<file path="config.mk">
export PLATFORM = sky130hd
export DESIGN_NAME = moving_average_clamp_filter_flat
export DESIGN_NICKNAME = d
export VERILOG_FILES = /design/src/rtl/core/macf_pkg.sv /design/src/rtl/core/macf_if.sv /design/src/rtl/core/macf_tap_cell.sv /design/src/rtl/core/macf_div_unit.sv /design/src/rtl/core/moving_average_clamp_filter.sv /design/src/flat_wrapper.sv
export SDC_FILE = /design/constraint.sdc
export NUM_CORES = 2
export LEC_CHECK = 0
export ABC_AREA = 0
export BUFFER_PORTS_ARGS = -buffer_cell sky130_fd_sc_hd__buf_4
export CORE_MARGIN = 10
export CORE_UTILIZATION = 40
export CTS_BUF_LIST = sky130_fd_sc_hd__clkbuf_16
export CTS_CLUSTER_DIAMETER = 80
export DETAILED_ROUTE_END_ITERATION = 6
export GPL_ROUTABILITY_DRIVEN = 0
export HOLD_SLACK_MARGIN = 0.05
export PLACE_DENSITY = 0.57
export SLEW_MARGIN = 20
export SYNTH_ARGS = -nofsm -noshare
export SYNTH_HDL_FRONTEND = slang
export SYNTH_SLANG_ARGS = --single-unit
</file>
<file path="constraint.sdc">
create_clock -name clk -period 6.6 [get_ports clk]
set_input_delay 0.33 -clock clk [delete_from_list [all_inputs] [get_ports clk]]
set_output_delay 0.33 -clock clk [all_outputs]
set_load 0.02 [all_outputs]
</file>
<file path="src/rtl/core/macf_pkg.sv">
// Package: shared constants and types for the moving average clamp filter.
`default_nettype none
package macf_pkg;

  localparam int LIMIT_W    = 12;
  localparam int WARM_W     = 6;
  localparam int APB_DATA_W = 32;
  localparam int APB_ADDR_W = 4;

  localparam logic [LIMIT_W-1:0] LOWER_RST = 12'd25;
  localparam logic [LIMIT_W-1:0] UPPER_RST = 12'd300;
  localparam logic [WARM_W-1:0]  WARM_RST  = 6'd20;

  // register index, taken from paddr[3:2]
  typedef enum logic [1:0] {
    REG_LOWER  = 2'd0,
    REG_UPPER  = 2'd1,
    REG_WARMUP = 2'd2
  } reg_idx_t;

  typedef struct packed {
    logic shift_en;
  } cell_ctrl_t;

endpackage
`default_nettype wire

</file>
<file path="src/rtl/core/macf_if.sv">
// Interfaces: sample-pair input channel and filtered result channel.
`default_nettype none
interface macf_in_if #(parameter int SAMPLE_BITS = 12);
  logic                   valid;
  logic                   ready;
  logic [SAMPLE_BITS-1:0] left_sample;
  logic [SAMPLE_BITS-1:0] right_sample;

  modport source (output valid, output left_sample, output right_sample, input ready);
  modport sink   (input valid, input left_sample, input right_sample, output ready);
endinterface

interface macf_out_if;
  logic        valid;
  logic        ready;
  logic [11:0] left_distance;
  logic [11:0] right_distance;
  logic        warmed_up;

  modport source (output valid, output left_distance, output right_distance,
                  output warmed_up, input ready);
  modport sink   (input valid, input left_distance, input right_distance,
                  input warmed_up, output ready);
endinterface
`default_nettype wire

</file>
<file path="src/rtl/core/macf_tap_cell.sv">
// Tap cell: holds one left and one right history sample, shifts to its neighbor.
`default_nettype none
module macf_tap_cell
  import macf_pkg::*;
#(
  parameter int SAMPLE_BITS = 12
) (
  input  wire logic                   clk,
  input  wire logic                   rst_n,
  input  wire cell_ctrl_t             ctrl,
  input  wire logic [SAMPLE_BITS-1:0] left_in,
  input  wire logic [SAMPLE_BITS-1:0] right_in,
  output logic      [SAMPLE_BITS-1:0] left_q,
  output logic      [SAMPLE_BITS-1:0] right_q
);

  logic [SAMPLE_BITS-1:0] left_r;
  logic [SAMPLE_BITS-1:0] right_r;

  always_ff @(posedge clk) begin
    if (!rst_n) begin
      left_r  <= '0;
      right_r <= '0;
    end else if (ctrl.shift_en) begin
      left_r  <= left_in;
      right_r <= right_in;
    end
  end

  assign left_q  = left_r;
  assign right_q = right_r;

endmodule
`default_nettype wire

</file>
<file path="src/rtl/core/macf_div_unit.sv">
// Divide-by-tap-count unit: reciprocal multiply, registered quotient.
`default_nettype none
module macf_div_unit
  import macf_pkg::*;
#(
  parameter int TAPS        = 20,
  parameter int SAMPLE_BITS = 12
) (
  input  wire logic                                     clk,
  input  wire logic                                     load,
  input  wire logic [SAMPLE_BITS+$clog2(TAPS)-1:0]      sum,
  output logic      [SAMPLE_BITS-1:0]                   quot_r
);

  localparam int SUM_W  = SAMPLE_BITS + $clog2(TAPS);
  localparam int DIV_SH = SUM_W + $clog2(TAPS);
  localparam int MUL_W  = SUM_W + 1;
  localparam int PROD_W = SUM_W + MUL_W;
  // ceil(2^DIV_SH / TAPS); exact floor for every sum below 2^SUM_W
  localparam longint unsigned DIV_MUL_L =
    ((64'd1 << DIV_SH) + 64'(TAPS) - 64'd1) / 64'(TAPS);
  localparam logic [MUL_W-1:0] DIV_MUL = MUL_W'(DIV_MUL_L);

  logic [PROD_W-1:0] prod;

  assign prod = PROD_W'(sum) * PROD_W'(DIV_MUL);

  always_ff @(posedge clk) begin
    if (load) begin
      quot_r <= prod[DIV_SH +: SAMPLE_BITS];
    end
  end

endmodule
`default_nettype wire

</file>
<file path="src/rtl/core/moving_average_clamp_filter.sv">
// Top level: two-channel moving average with warm-up and output clamping.
//
// in_ch carries one left/right sample pair per transaction, out_ch one result
// per accepted input: two clamped distances and a warmed_up flag. Both use
// valid/ready; a transaction completes when valid and ready are both high.
// The first warmup_items inputs after reset leave the histories untouched and
// return lower_limit with warmed_up low. Later inputs shift into a row of TAPS
// tap cells per channel; a running sum (add newest, drop oldest) is divided by
// TAPS through a reciprocal multiply and clamped to [lower_limit, upper_limit].
// Three register stages (sums, quotient, clamp) lie between an input
// transaction and out_ch.valid. While out_ch is ready the block takes one
// transaction per cycle, set by the running-sum register and the single
// multiplier per channel. When out_ch stalls, the pipeline fills its bubbles
// and then holds in_ch.ready low; nothing is dropped. Reset (rst_n low,
// synchronous) clears histories, sums, warm-up count and all valid bits, and
// loads the registers with 25, 300, 20. The user must write registers over the
// APB port (byte addresses 0, 4, 8) only while the block is idle; unenforced.
`default_nettype none
module moving_average_clamp_filter
  import macf_pkg::*;
#(
  parameter int TAPS        = 20,
  parameter int SAMPLE_BITS = 12
) (
  input  wire logic                  clk,
  input  wire logic                  rst_n,
  macf_in_if.sink                    in_ch,
  macf_out_if.source                 out_ch,
  input  wire logic                  cfg_psel,
  input  wire logic                  cfg_penable,
  input  wire logic                  cfg_pwrite,
  input  wire logic [APB_ADDR_W-1:0] cfg_paddr,
  input  wire logic [APB_DATA_W-1:0] cfg_pwdata,
  output logic      [APB_DATA_W-1:0] cfg_prdata,
  output logic                       cfg_pready
);

  localparam int SUM_W = SAMPLE_BITS + $clog2(TAPS);
  localparam int CMP_W = (SAMPLE_BITS > LIMIT_W) ? SAMPLE_BITS : LIMIT_W;
  localparam logic [SUM_W-1:0] SUM_MAX =
    SUM_W'(TAPS) * SUM_W'({SAMPLE_BITS{1'b1}});

  // configuration registers
  logic [LIMIT_W-1:0] lower_r;
  logic [LIMIT_W-1:0] upper_r;
  logic [WARM_W-1:0]  warm_items_r;
  logic               cfg_wr;
  reg_idx_t           cfg_idx;

  // state
  logic [WARM_W-1:0]      warm_cnt_r;
  logic [SUM_W-1:0]       sum_l_r;
  logic [SUM_W-1:0]       sum_rt_r;
  logic [SUM_W-1:0]       sum_l_nxt;
  logic [SUM_W-1:0]       sum_rt_nxt;
  logic [SAMPLE_BITS-1:0] tap_l [TAPS];
  logic [SAMPLE_BITS-1:0] tap_rt [TAPS];
  cell_ctrl_t             cell_ctrl;

  // pipeline control
  logic in_fire;
  logic in_warm;
  logic s1_valid_r, s1_filt_r;
  logic s2_valid_r, s2_filt_r;
  logic out_valid_r;
  logic s1_free, s2_free, s3_free;
  logic s2_load;

  logic [SAMPLE_BITS-1:0] quot_l;
  logic [SAMPLE_BITS-1:0] quot_rt;
  logic [LIMIT_W-1:0]     dist_l_r, dist_rt_r;
  logic                   warmed_r;

  function automatic logic [LIMIT_W-1:0] clamp_dist(
    input logic [SAMPLE_BITS-1:0] q,
    input logic [LIMIT_W-1:0]     lo,
    input logic [LIMIT_W-1:0]     hi
  );
    logic [CMP_W-1:0] qx;
    logic [LIMIT_W-1:0] res;
    qx = CMP_W'(q);
    if (qx < CMP_W'(lo)) begin
      res = lo;
    end else if (qx > CMP_W'(hi)) begin
      res = hi;
    end else begin
      res = LIMIT_W'(qx);
    end
    return res;
  endfunction

  // ---------------- configuration port ----------------
  assign cfg_pready = 1'b1;
  assign cfg_wr     = cfg_psel & cfg_penable & cfg_pwrite;
  assign cfg_idx    = reg_idx_t'(cfg_paddr[3:2]);

  always_ff @(posedge clk) begin
    if (!rst_n) begin
      lower_r      <= LOWER_RST;
      upper_r      <= UPPER_RST;
      warm_items_r <= WARM_RST;
    end else if (cfg_wr) begin
      unique case (cfg_idx)
        REG_LOWER:  lower_r      <= cfg_pwdata[LIMIT_W-1:0];
        REG_UPPER:  upper_r      <= cfg_pwdata[LIMIT_W-1:0];
        REG_WARMUP: warm_items_r <= cfg_pwdata[WARM_W-1:0];
        default: ;
      endcase
    end
  end

  always_comb begin
    unique case (cfg_idx)
      REG_LOWER:  cfg_prdata = APB_DATA_W'(lower_r);
      REG_UPPER:  cfg_prdata = APB_DATA_W'(upper_r);
      REG_WARMUP: cfg_prdata = APB_DATA_W'(warm_items_r);
      default:    cfg_prdata = '0;
    endcase
  end

  // ---------------- handshake / stage enables ----------------
  assign s3_free  = !out_valid_r || out_ch.ready;
  assign s2_free  = !s2_valid_r || s3_free;
  assign s1_free  = !s1_valid_r || s2_free;
  assign s2_load  = s1_valid_r && s2_free;
  assign in_ch.ready = s1_free;
  assign in_fire  = in_ch.valid && s1_free;
  assign in_warm  = warm_cnt_r < warm_items_r;

  assign cell_ctrl.shift_en = in_fire && !in_warm;

  // ---------------- tap cell chain ----------------
  for (genvar i = 0; i < TAPS; i++) begin : g_tap
    if (i == 0) begin : g_head
      macf_tap_cell #(.SAMPLE_BITS(SAMPLE_BITS)) u_cell (
        .clk      (clk),
        .rst_n    (rst_n),
        .ctrl     (cell_ctrl),
        .left_in  (in_ch.left_sample),
        .right_in (in_ch.right_sample),
        .left_q   (tap_l[i]),
        .right_q  (tap_rt[i])
      );
    end else begin : g_body
      macf_tap_cell #(.SAMPLE_BITS(SAMPLE_BITS)) u_cell (
        .clk      (clk),
        .rst_n    (rst_n),
        .ctrl     (cell_ctrl),
        .left_in  (tap_l[i-1]),
        .right_in (tap_rt[i-1]),
        .left_q   (tap_l[i]),
        .right_q  (tap_rt[i])
      );
    end
  end

  // running window sums: add the newest sample, drop the one leaving the last cell
  assign sum_l_nxt  = sum_l_r + SUM_W'(in_ch.left_sample) - SUM_W'(tap_l[TAPS-1]);
  assign sum_rt_nxt = sum_rt_r + SUM_W'(in_ch.right_sample) - SUM_W'(tap_rt[TAPS-1]);

  // stage 1: warm-up count, sums
  always_ff @(posedge clk) begin
    if (!rst_n) begin
      warm_cnt_r <= '0;
      sum_l_r    <= '0;
      sum_rt_r   <= '0;
      s1_valid_r <= 1'b0;
      s1_filt_r  <= 1'b0;
    end else begin
      if (s1_free) begin
        s1_valid_r <= in_ch.valid;
      end
      if (in_fire) begin
        s1_filt_r <= !in_warm;
        if (in_warm) begin
          warm_cnt_r <= WARM_W'(warm_cnt_r + 1'b1);
        end else begin
          sum_l_r  <= sum_l_nxt;
          sum_rt_r <= sum_rt_nxt;
        end
      end
    end
  end

  // stage 2: divide by TAPS
  macf_div_unit #(.TAPS(TAPS), .SAMPLE_BITS(SAMPLE_BITS)) u_div_l (
    .clk    (clk),
    .load   (s2_load),
    .sum    (sum_l_r),
    .quot_r (quot_l)
  );

  macf_div_unit #(.TAPS(TAPS), .SAMPLE_BITS(SAMPLE_BITS)) u_div_rt (
    .clk    (clk),
    .load   (s2_load),
    .sum    (sum_rt_r),
    .quot_r (quot_rt)
  );

  always_ff @(posedge clk) begin
    if (!rst_n) begin
      s2_valid_r <= 1'b0;
      s2_filt_r  <= 1'b0;
    end else if (s2_free) begin
      s2_valid_r <= s1_valid_r;
      if (s1_valid_r) begin
        s2_filt_r <= s1_filt_r;
      end
    end
  end

  // stage 3: clamp into the output register
  always_ff @(posedge clk) begin
    if (!rst_n) begin
      out_valid_r <= 1'b0;
    end else if (s3_free) begin
      out_valid_r <= s2_valid_r;
    end
  end

  always_ff @(posedge clk) begin
    if (s3_free && s2_valid_r) begin
      warmed_r <= s2_filt_r;
      if (s2_filt_r) begin
        dist_l_r  <= clamp_dist(quot_l, lower_r, upper_r);
        dist_rt_r <= clamp_dist(quot_rt, lower_r, upper_r);
      end else begin
        dist_l_r  <= lower_r;
        dist_rt_r <= lower_r;
      end
    end
  end

  assign out_ch.valid          = out_valid_r;
  assign out_ch.left_distance  = dist_l_r;
  assign out_ch.right_distance = dist_rt_r;
  assign out_ch.warmed_up      = warmed_r;

  // ---------------- assertions ----------------
  a_warm_output_is_lower: assert property (@(posedge clk) disable iff (!rst_n)
    out_ch.valid && !out_ch.warmed_up |->
      out_ch.left_distance == lower_r && out_ch.right_distance == lower_r)
    else $error("warm-up result differs from lower limit");

  a_clamp_in_range: assert property (@(posedge clk) disable iff (!rst_n)
    out_ch.valid && out_ch.warmed_up && lower_r <= upper_r |->
      out_ch.left_distance >= lower_r && out_ch.left_distance <= upper_r &&
      out_ch.right_distance >= lower_r && out_ch.right_distance <= upper_r)
    else $error("filtered result outside limits");

  a_sum_bounded: assert property (@(posedge clk) disable iff (!rst_n)
    sum_l_r <= SUM_MAX && sum_rt_r <= SUM_MAX)
    else $error("running sum exceeds full-scale window");

  a_accept_fills_s1: assert property (@(posedge clk) disable iff (!rst_n)
    in_fire |=> s1_valid_r)
    else $error("accepted transaction lost in first stage");

endmodule
`default_nettype wire

</file>
<file path="src/flat_wrapper.sv">
// flat-port wrapper written by rule: the top's interface ports become plain ports
module moving_average_clamp_filter_flat import macf_pkg::*;
#(
  parameter int TAPS        = 20,
  parameter int SAMPLE_BITS = 12
)
  (clk, rst_n, cfg_psel, cfg_penable, cfg_pwrite, cfg_paddr, cfg_pwdata, cfg_prdata, cfg_pready, in_ch_valid, in_ch_left_sample, in_ch_right_sample, in_ch_ready, out_ch_valid, out_ch_left_distance, out_ch_right_distance, out_ch_warmed_up, out_ch_ready);
  macf_in_if #(.SAMPLE_BITS(SAMPLE_BITS)) in_ch_i ();
  macf_out_if out_ch_i ();
  input  wire logic clk;
  input  wire logic rst_n;
  input  wire logic cfg_psel;
  input  wire logic cfg_penable;
  input  wire logic cfg_pwrite;
  input  wire logic [APB_ADDR_W-1:0] cfg_paddr;
  input  wire logic [APB_DATA_W-1:0] cfg_pwdata;
  output logic      [APB_DATA_W-1:0] cfg_prdata;
  output logic cfg_pready;
  input wire logic [$bits(in_ch_i.valid)-1:0] in_ch_valid;
  input wire logic [$bits(in_ch_i.left_sample)-1:0] in_ch_left_sample;
  input wire logic [$bits(in_ch_i.right_sample)-1:0] in_ch_right_sample;
  output wire logic [$bits(in_ch_i.ready)-1:0] in_ch_ready;
  output wire logic [$bits(out_ch_i.valid)-1:0] out_ch_valid;
  output wire logic [$bits(out_ch_i.left_distance)-1:0] out_ch_left_distance;
  output wire logic [$bits(out_ch_i.right_distance)-1:0] out_ch_right_distance;
  output wire logic [$bits(out_ch_i.warmed_up)-1:0] out_ch_warmed_up;
  input wire logic [$bits(out_ch_i.ready)-1:0] out_ch_ready;
  assign in_ch_i.valid = in_ch_valid;
  assign in_ch_i.left_sample = in_ch_left_sample;
  assign in_ch_i.right_sample = in_ch_right_sample;
  assign in_ch_ready = in_ch_i.ready;
  assign out_ch_valid = out_ch_i.valid;
  assign out_ch_left_distance = out_ch_i.left_distance;
  assign out_ch_right_distance = out_ch_i.right_distance;
  assign out_ch_warmed_up = out_ch_i.warmed_up;
  assign out_ch_i.ready = out_ch_ready;
  moving_average_clamp_filter #(.TAPS(TAPS), .SAMPLE_BITS(SAMPLE_BITS)) u_core (.clk(clk), .rst_n(rst_n), .in_ch(in_ch_i), .out_ch(out_ch_i), .cfg_psel(cfg_psel), .cfg_penable(cfg_penable), .cfg_pwrite(cfg_pwrite), .cfg_paddr(cfg_paddr), .cfg_pwdata(cfg_pwdata), .cfg_prdata(cfg_prdata), .cfg_pready(cfg_pready));
endmodule
</file>
# ---- After elaboration in Yosys (flattened, before gate mapping)
# Index checks and enable logic that the tools add are counted.
dict set report op_classes {
  bitwise 3
  mul 2
  muxes 7
  eq_ne 2
  n_addsub 5
  magnitude_cmp 5
  n_reduce_logical 18
}
# op count
set ops {}
lappend ops {{12-bit 2-to-1 mux} 6}
lappend ops {{17-bit by 16-bit multiplier with 32-bit output (second input constant)} 2}
lappend ops {{12-bit one-hot mux with 3 select lines} 1}
lappend ops {{17-bit by 12-bit adder with 17-bit output} 2}
lappend ops {{17-bit by 12-bit subtractor with 17-bit output} 2}
lappend ops {{12-bit > comparator} 2}
lappend ops {{12-bit less-than comparator} 2}
lappend ops {{2-bit AND reduction} 6}
lappend ops {{6-bit by 1-bit adder with 6-bit output (second input constant)} 1}
lappend ops {{6-bit less-than comparator} 1}
lappend ops {{1-bit logical AND} 4}
lappend ops {{1-bit logical NOT} 4}
lappend ops {{1-bit logical OR} 3}
lappend ops {{1-bit AND} 2}
lappend ops {{2-bit by 1-bit equality test with 1-bit output (second input constant)} 1}
lappend ops {{2-bit equality test (second input constant)} 1}
lappend ops {{2-bit logical NOT} 1}
lappend ops {{1-bit NOT} 1}
dict set report word_totals {
  wordCells 98
  output_inout_bits 60
  regBits 604
  in_bits 67
}

# ---- Logic depth before layout (Yosys ltp)
dict set report depth {
  depth_word 6
  depth_mapped 22
  mapped_depth_nobuf 22
}

# ---- Cells and area by module
# A second synthesis with hierarchy kept.
dict set report unflattened {
  hier_cells 3609
  hier_area_um2 37292.0
}
# module seq_area_each_um2 area_each_um2 n_inst cells_per_inst
set by_module_without_submodules {}
lappend by_module_without_submodules {macf_tap_cell 480.5 929.6 20 77}
lappend by_module_without_submodules {moving_average_clamp_filter 2252.2 8081.5 1 959}
lappend by_module_without_submodules {{macf_div_unit at u_core.u_div_l} 360.3 5327.6 1 553}
lappend by_module_without_submodules {{macf_div_unit at u_core.u_div_rt} 360.3 5290.1 1 557}

# ---- Worst setup path after synthesis
# OpenSTA, ideal clock, no wires.
dict set report synth_path {
  path_kind {reg-to-reg}
  start {register u_core.sum_rt_r[15]}
  end {register u_core.u_div_rt.quot_r[11] (data pin)}
  t_required_ns 6.334
  setup_ns 0.266
  n_path_buf 0
  path_stages_with_launch 23
  setup_slack_ns 1.112
  t_arrival_ns 5.222
  period_less_slack_ns 5.488
  cell_sequence {dfxtp_1 -> inv_1 -> ha_1 -> inv_1 -> ha_1 -> inv_1 -> fa_1 -> inv_1 -> fa_1 -> inv_1 -> fa_1 -> fa_1 -> inv_1 -> ha_1 -> and3_1 -> a221o_1 -> nor3_2 -> o21ai_1 -> a41o_1 -> o31ai_4 -> a21oi_2 -> nor4_1 -> nor3_1}
}
dict set report synth_between {
  elab_chain_cells 1
}
# item line
set synth_lines {}
lappend synth_lines {{start, declared} moving_average_clamp_filter.sv:53} ;# logic [SUM_W-1:0] sum_rt_r;
lappend synth_lines {{start signal, assigned} moving_average_clamp_filter.sv:179} ;# sum_rt_r <= sum_rt_nxt;
lappend synth_lines {{17-bit by 16-bit multiplier with 32-bit output} macf_div_unit.sv:26} ;# assign prod = PROD_W'(sum) * PROD_W'(DIV_MUL);
lappend synth_lines {{net u_core.u_div_rt.prod[33]} macf_div_unit.sv:24} ;# logic [PROD_W-1:0] prod;
lappend synth_lines {{end signal, assigned} macf_div_unit.sv:30} ;# quot_r <= prod[DIV_SH +: SAMPLE_BITS];
lappend synth_lines {{end, declared} macf_div_unit.sv:12} ;# output logic [SAMPLE_BITS-1:0] quot_r
# The timed path passes the listed nets, and every way through them passes these cells.
# A chain may end at the register's enable or synchronous reset.

# ---- Worst setup path after layout
dict set report layout_path {
  start {register u_core.sum_l_r[14]}
  end {register u_core.u_div_l.quot_r[11] (data pin)}
}
dict set report layout_between {
  elab_chain_cells 1
}
# item line
set layout_lines {}
lappend layout_lines {{start, declared} moving_average_clamp_filter.sv:52} ;# logic [SUM_W-1:0] sum_l_r;
lappend layout_lines {{start signal, assigned} moving_average_clamp_filter.sv:178} ;# sum_l_r <= sum_l_nxt;
lappend layout_lines {{17-bit by 16-bit multiplier with 32-bit output} macf_div_unit.sv:26}
lappend layout_lines {{net u_core.u_div_l.prod[33]} macf_div_unit.sv:24}
lappend layout_lines {{end signal, assigned} macf_div_unit.sv:30}
lappend layout_lines {{end, declared} macf_div_unit.sv:12}
# The timed path passes the listed nets, and every way through them passes these cells.

==> results.toml <==
[grt]
grt_first_pass_wirelength_um = 119100
grt_antenna_before_repair = 0
grt_pass1_vias = 23140
overflow = 0
grt_max_degree = 217
track_usage = 0.1423

[timing]
setup_viol = 0
setup_tns_ns = 0
min_period_ns = 6.017
hold_viol = 0
fin_skew_ns = 0.03429
max_freq_mhz = 166.2
rsz0062_at_grt = "no"
worst_pin_slew_ns = 1.004
hold_ws_ns = 0.1432
setup_ws_ns = 0.5826
worst_slew_margin_rel = 0.3307
drv_slew = 0
fin_crit_sh = 0.9117

[placement]
pre_cts_slack_ns = 0.5474
portBuffers = 83
place_hpwl_um = 50480

[logic_synthesis]
synth_edf_count = 49
synth-seq-cells = 604
syn_avg_cell_area_um2 = 8.980
netlist.area_leader.share = 0.3157
yosysSeqAreaShare = 0.3575
synth.distinct_cells = 64
ys_top_cells_by_area = "dfxtp_1 32%, ha_1 12%, nand2_1 12%, fa_1 11%, a21boi_1 11%"
async_flop_share = 0
synth_cells = 3919
synth-main-ff-cell = "dfxtp_1"
yosysWarnings = 0
syn_area_um2 = 35190
synth_top_cell_by_area = "dfxtp_1"

[die]
die-area_um2 = 100200
initial_core_util = 0.4044
ioPinCount = 127
std_cell_rows = 108
die_x_um = 316.6
die_h_um = 316.6
core_area_um2 = 87020

[cts]
insertion_delay_ns = 0.62
cts_tree = "done"
postCtsResizedCells = 0
cts_buffer_depth = 3
clock_sinks = 604
cts_buffers = 67
cts_root_buf = "clkbuf_16"
htreeDepth = 3
clk_pin_slew_ns = 0.06

[detailed_routing]
wl_met3_um = 2859
ant_nets = 0
route.met2.wl_um = 31890
routedWlPerCell_um = 13.99
drtPass1Iterations = 5
via_count = 24460
highest_layer = "met4"
drt-met1-wl_um = 35010
viasPerCell = 4.753
drc = 0
drt_wl_total_um = 71990
drtIter0Drc = 1643

[critical_path]
path_class = "register to register"
rr_startpoint = "u_core.sum_l_r[14]$_SDFFE_PN0P_"
r2r-end = "u_core.u_div_l.quot_r[11]$_DFFE_PP_"
critPathCaptureType = "register"
crit_path_top_delay_cell = "dfxtp_1"
crit_fanout = 7
endpoint = "u_core.u_div_l.quot_r[11]$_DFFE_PP_"
crit_family = "adder cells"
path_buf_inv = 6
critPathLaunchType = "register"
r2r_cells = 22
startpoint = "u_core.sum_l_r[14]$_SDFFE_PN0P_"
crit_top_cell = "inv_1"
cp.depth = 22
worstPathRequired_ns = 6.95
crit_chain = "inv_1 > ha_1 > inv_1 > ha_1 > inv_1 > fa_1 > inv_1 > fa_1 > inv_1 > fa_1 > fa_1 > inv_1 > ha_1 > a21o_1 > a21oi_1 > o21ai_0 > a21o_1 > o211ai_1 > a31oi_1 > and4_1 > a2111oi_2 > xnor2_1"
worst-endpoint-arrival_ns = 6.36
max_stage_delay_ns = 0.56
r2r_slack_ns = 0.58

[run_status]
status = "finished clean"

[final_layout]
fillers = 8581
multi_input_area_um2 = 19910
layout.area.seq_um2 = 12580
finalNetCount = 4550
layout-drive-gt1-share = 0.05388
antenna_cells = 0
syn2layout_area_growth_pct = 10.91

[power]
cellPowerDensity_nw_per_um2 = 198.9
ir_drop_uv = 209.0
leakage_nw = 17.18

[job]
drv_cap = 0

[hold_path]
hp-class = "input port to register"
-- routing by layer --
| metal | track usage | up-vias |
|---|---|---|
| li1 | - | 12640 |
| met1 | 0.1952 | 11390 |
| met2 | 0.2243 | 320 |
| met3 | 0.02331 | 107 |
| met4 | 0.05081 | 0 |
| met5 | 0 | - |
-- cells by family after synthesis --
kind of cell	count (synthesis)	share of synthesized area
AO/OA/AOI/OAI	739	0.1524
XOR/XNOR	59	0.01468
flip-flops	604	0.3575
multiplexers	68	0.01948
buffers and inverters	657	0.07939
other	2	0.0002134
adder cells (fa/ha/maj)	544	0.2356
AND/OR/NAND/NOR	1246	0.1407
-- sequential cells by signal, summed over array words and instances, names as in the netlist, 6 cells and up --
register,flops
u_core.g_tap.g_head.u_cell.left_q,12
u_core.g_tap.g_head.u_cell.right_q,12
u_core.warm_items_r,6
u_core.g_tap.g_body.u_cell.left_q,228
u_core.out_ch.right_distance,12
u_core.sum_rt_r,17
u_core.out_ch.left_distance,12
u_core.u_div_rt.quot_r,12
u_core.u_div_l.quot_r,12
u_core.sum_l_r,17
u_core.warm_cnt_r,6
u_core.lower_r,12
u_core.upper_r,12
u_core.g_tap.g_body.u_cell.right_q,228
-- tightest hold or removal path, delay by kind of cell --
kind | cells | cell delay [ns]
compound gates | 1 | 0.19
buf+inv | 1 | 0.08
simple gates | 1 | 0.10
-- report_power, final --
part / internal [mW] / leakage [nW] / total (mW) / switching (mW)
Combinational: 0.176 / 11.2 / 0.379 / 0.203
Clock: 2.11 / 1.10 / 3.67 / 1.55
Sequential: 3.71 / 4.93 / 3.72 / 0.0131
Total: 5.99 / 17.2 / 7.76 / 1.77
-- worst min-delay path by stage --
stage                                                                start                                                endpoint  slack [ns]  cells past startpoint
finish                                                        out_ch_ready                        u_core.out_ch.valid$_SDFFE_PN0P_        0.14                      3
global route                                                  out_ch_ready                        u_core.out_ch.valid$_SDFFE_PN0P_        0.13                      3
CTS                                                           out_ch_ready                        u_core.out_ch.valid$_SDFFE_PN0P_        0.09                      3
detailed placement   u_core.g_tap[4].g_body.u_cell.right_q[9]$_SDFFE_PN0P_   u_core.g_tap[5].g_body.u_cell.right_q[9]$_SDFFE_PN0P_        0.44                      2
global placement    u_core.g_tap[12].g_body.u_cell.right_q[8]$_SDFFE_PN0P_  u_core.g_tap[13].g_body.u_cell.right_q[8]$_SDFFE_PN0P_        0.44                      2
floorplan             u_core.g_tap[9].g_body.u_cell.left_q[0]$_SDFFE_PN0P_   u_core.g_tap[10].g_body.u_cell.left_q[0]$_SDFFE_PN0P_        0.43                      2
-- area by class of cell --
cell class / instances / area share
Multi-Input combinational cell: 2677 / 0.5102
Sequential cell: 604 / 0.3224
Inverter: 449 / 0.04318
Clock buffer: 67 / 0.04296
Tap cell: 1155 / 0.03703
Timing Repair Buffer: 140 / 0.03109
Clock inverter: 53 / 0.01318
-- what timing repair did --
item	CTS	global route
hold buffers	37	0
endpoints found under the setup margin	0	0
endpoints found under the hold margin	55	0
setup buffers	0	0
-- cell usage after synthesis (all sizes together) (18+ instances only) --
cell / count
xor2: 18
a21oi: 60
ha: 346
mux2i: 64
clkbuf: 104
buf: 104
nor2: 43
nand3: 21
inv: 449
a21o: 43
fa: 198
o21ai: 41
edfxtp: 49
nand2: 1088
xnor2: 41
a21boi: 526
dfxtp: 555
-- cells in the final DEF, fill, tap and decap left out, drive strengths merged, types with 17 or more instances in the layout --
cell	instances
nand2	1088
dfxtp	555
a21boi	526
inv	462
ha	346
fa	198
buf	103
clkbuf	67
mux2i	64
a21oi	60
edfxtp	49
a21o	43
nor2	43
xnor2	41
o21ai	41
dlygate4sd3	37
clkinv	31
nand3	21
conb	21
xor2	18
nor2b	17
-- metrics by stage --
step                cell area [um2]  total power [mW]    util  cells
detailed placement            36470             4.162  0.4191   4988
global placement              36470             4.161  0.4190   4988
global route                  39030             8.078  0.4485   5145
floorplan                     35260             4.064       -   3938
CTS                           39030             7.902  0.4485   5145
finish                        39030             7.763  0.4485   5145
No activity file was read; power rests on OpenSTA's default activity.
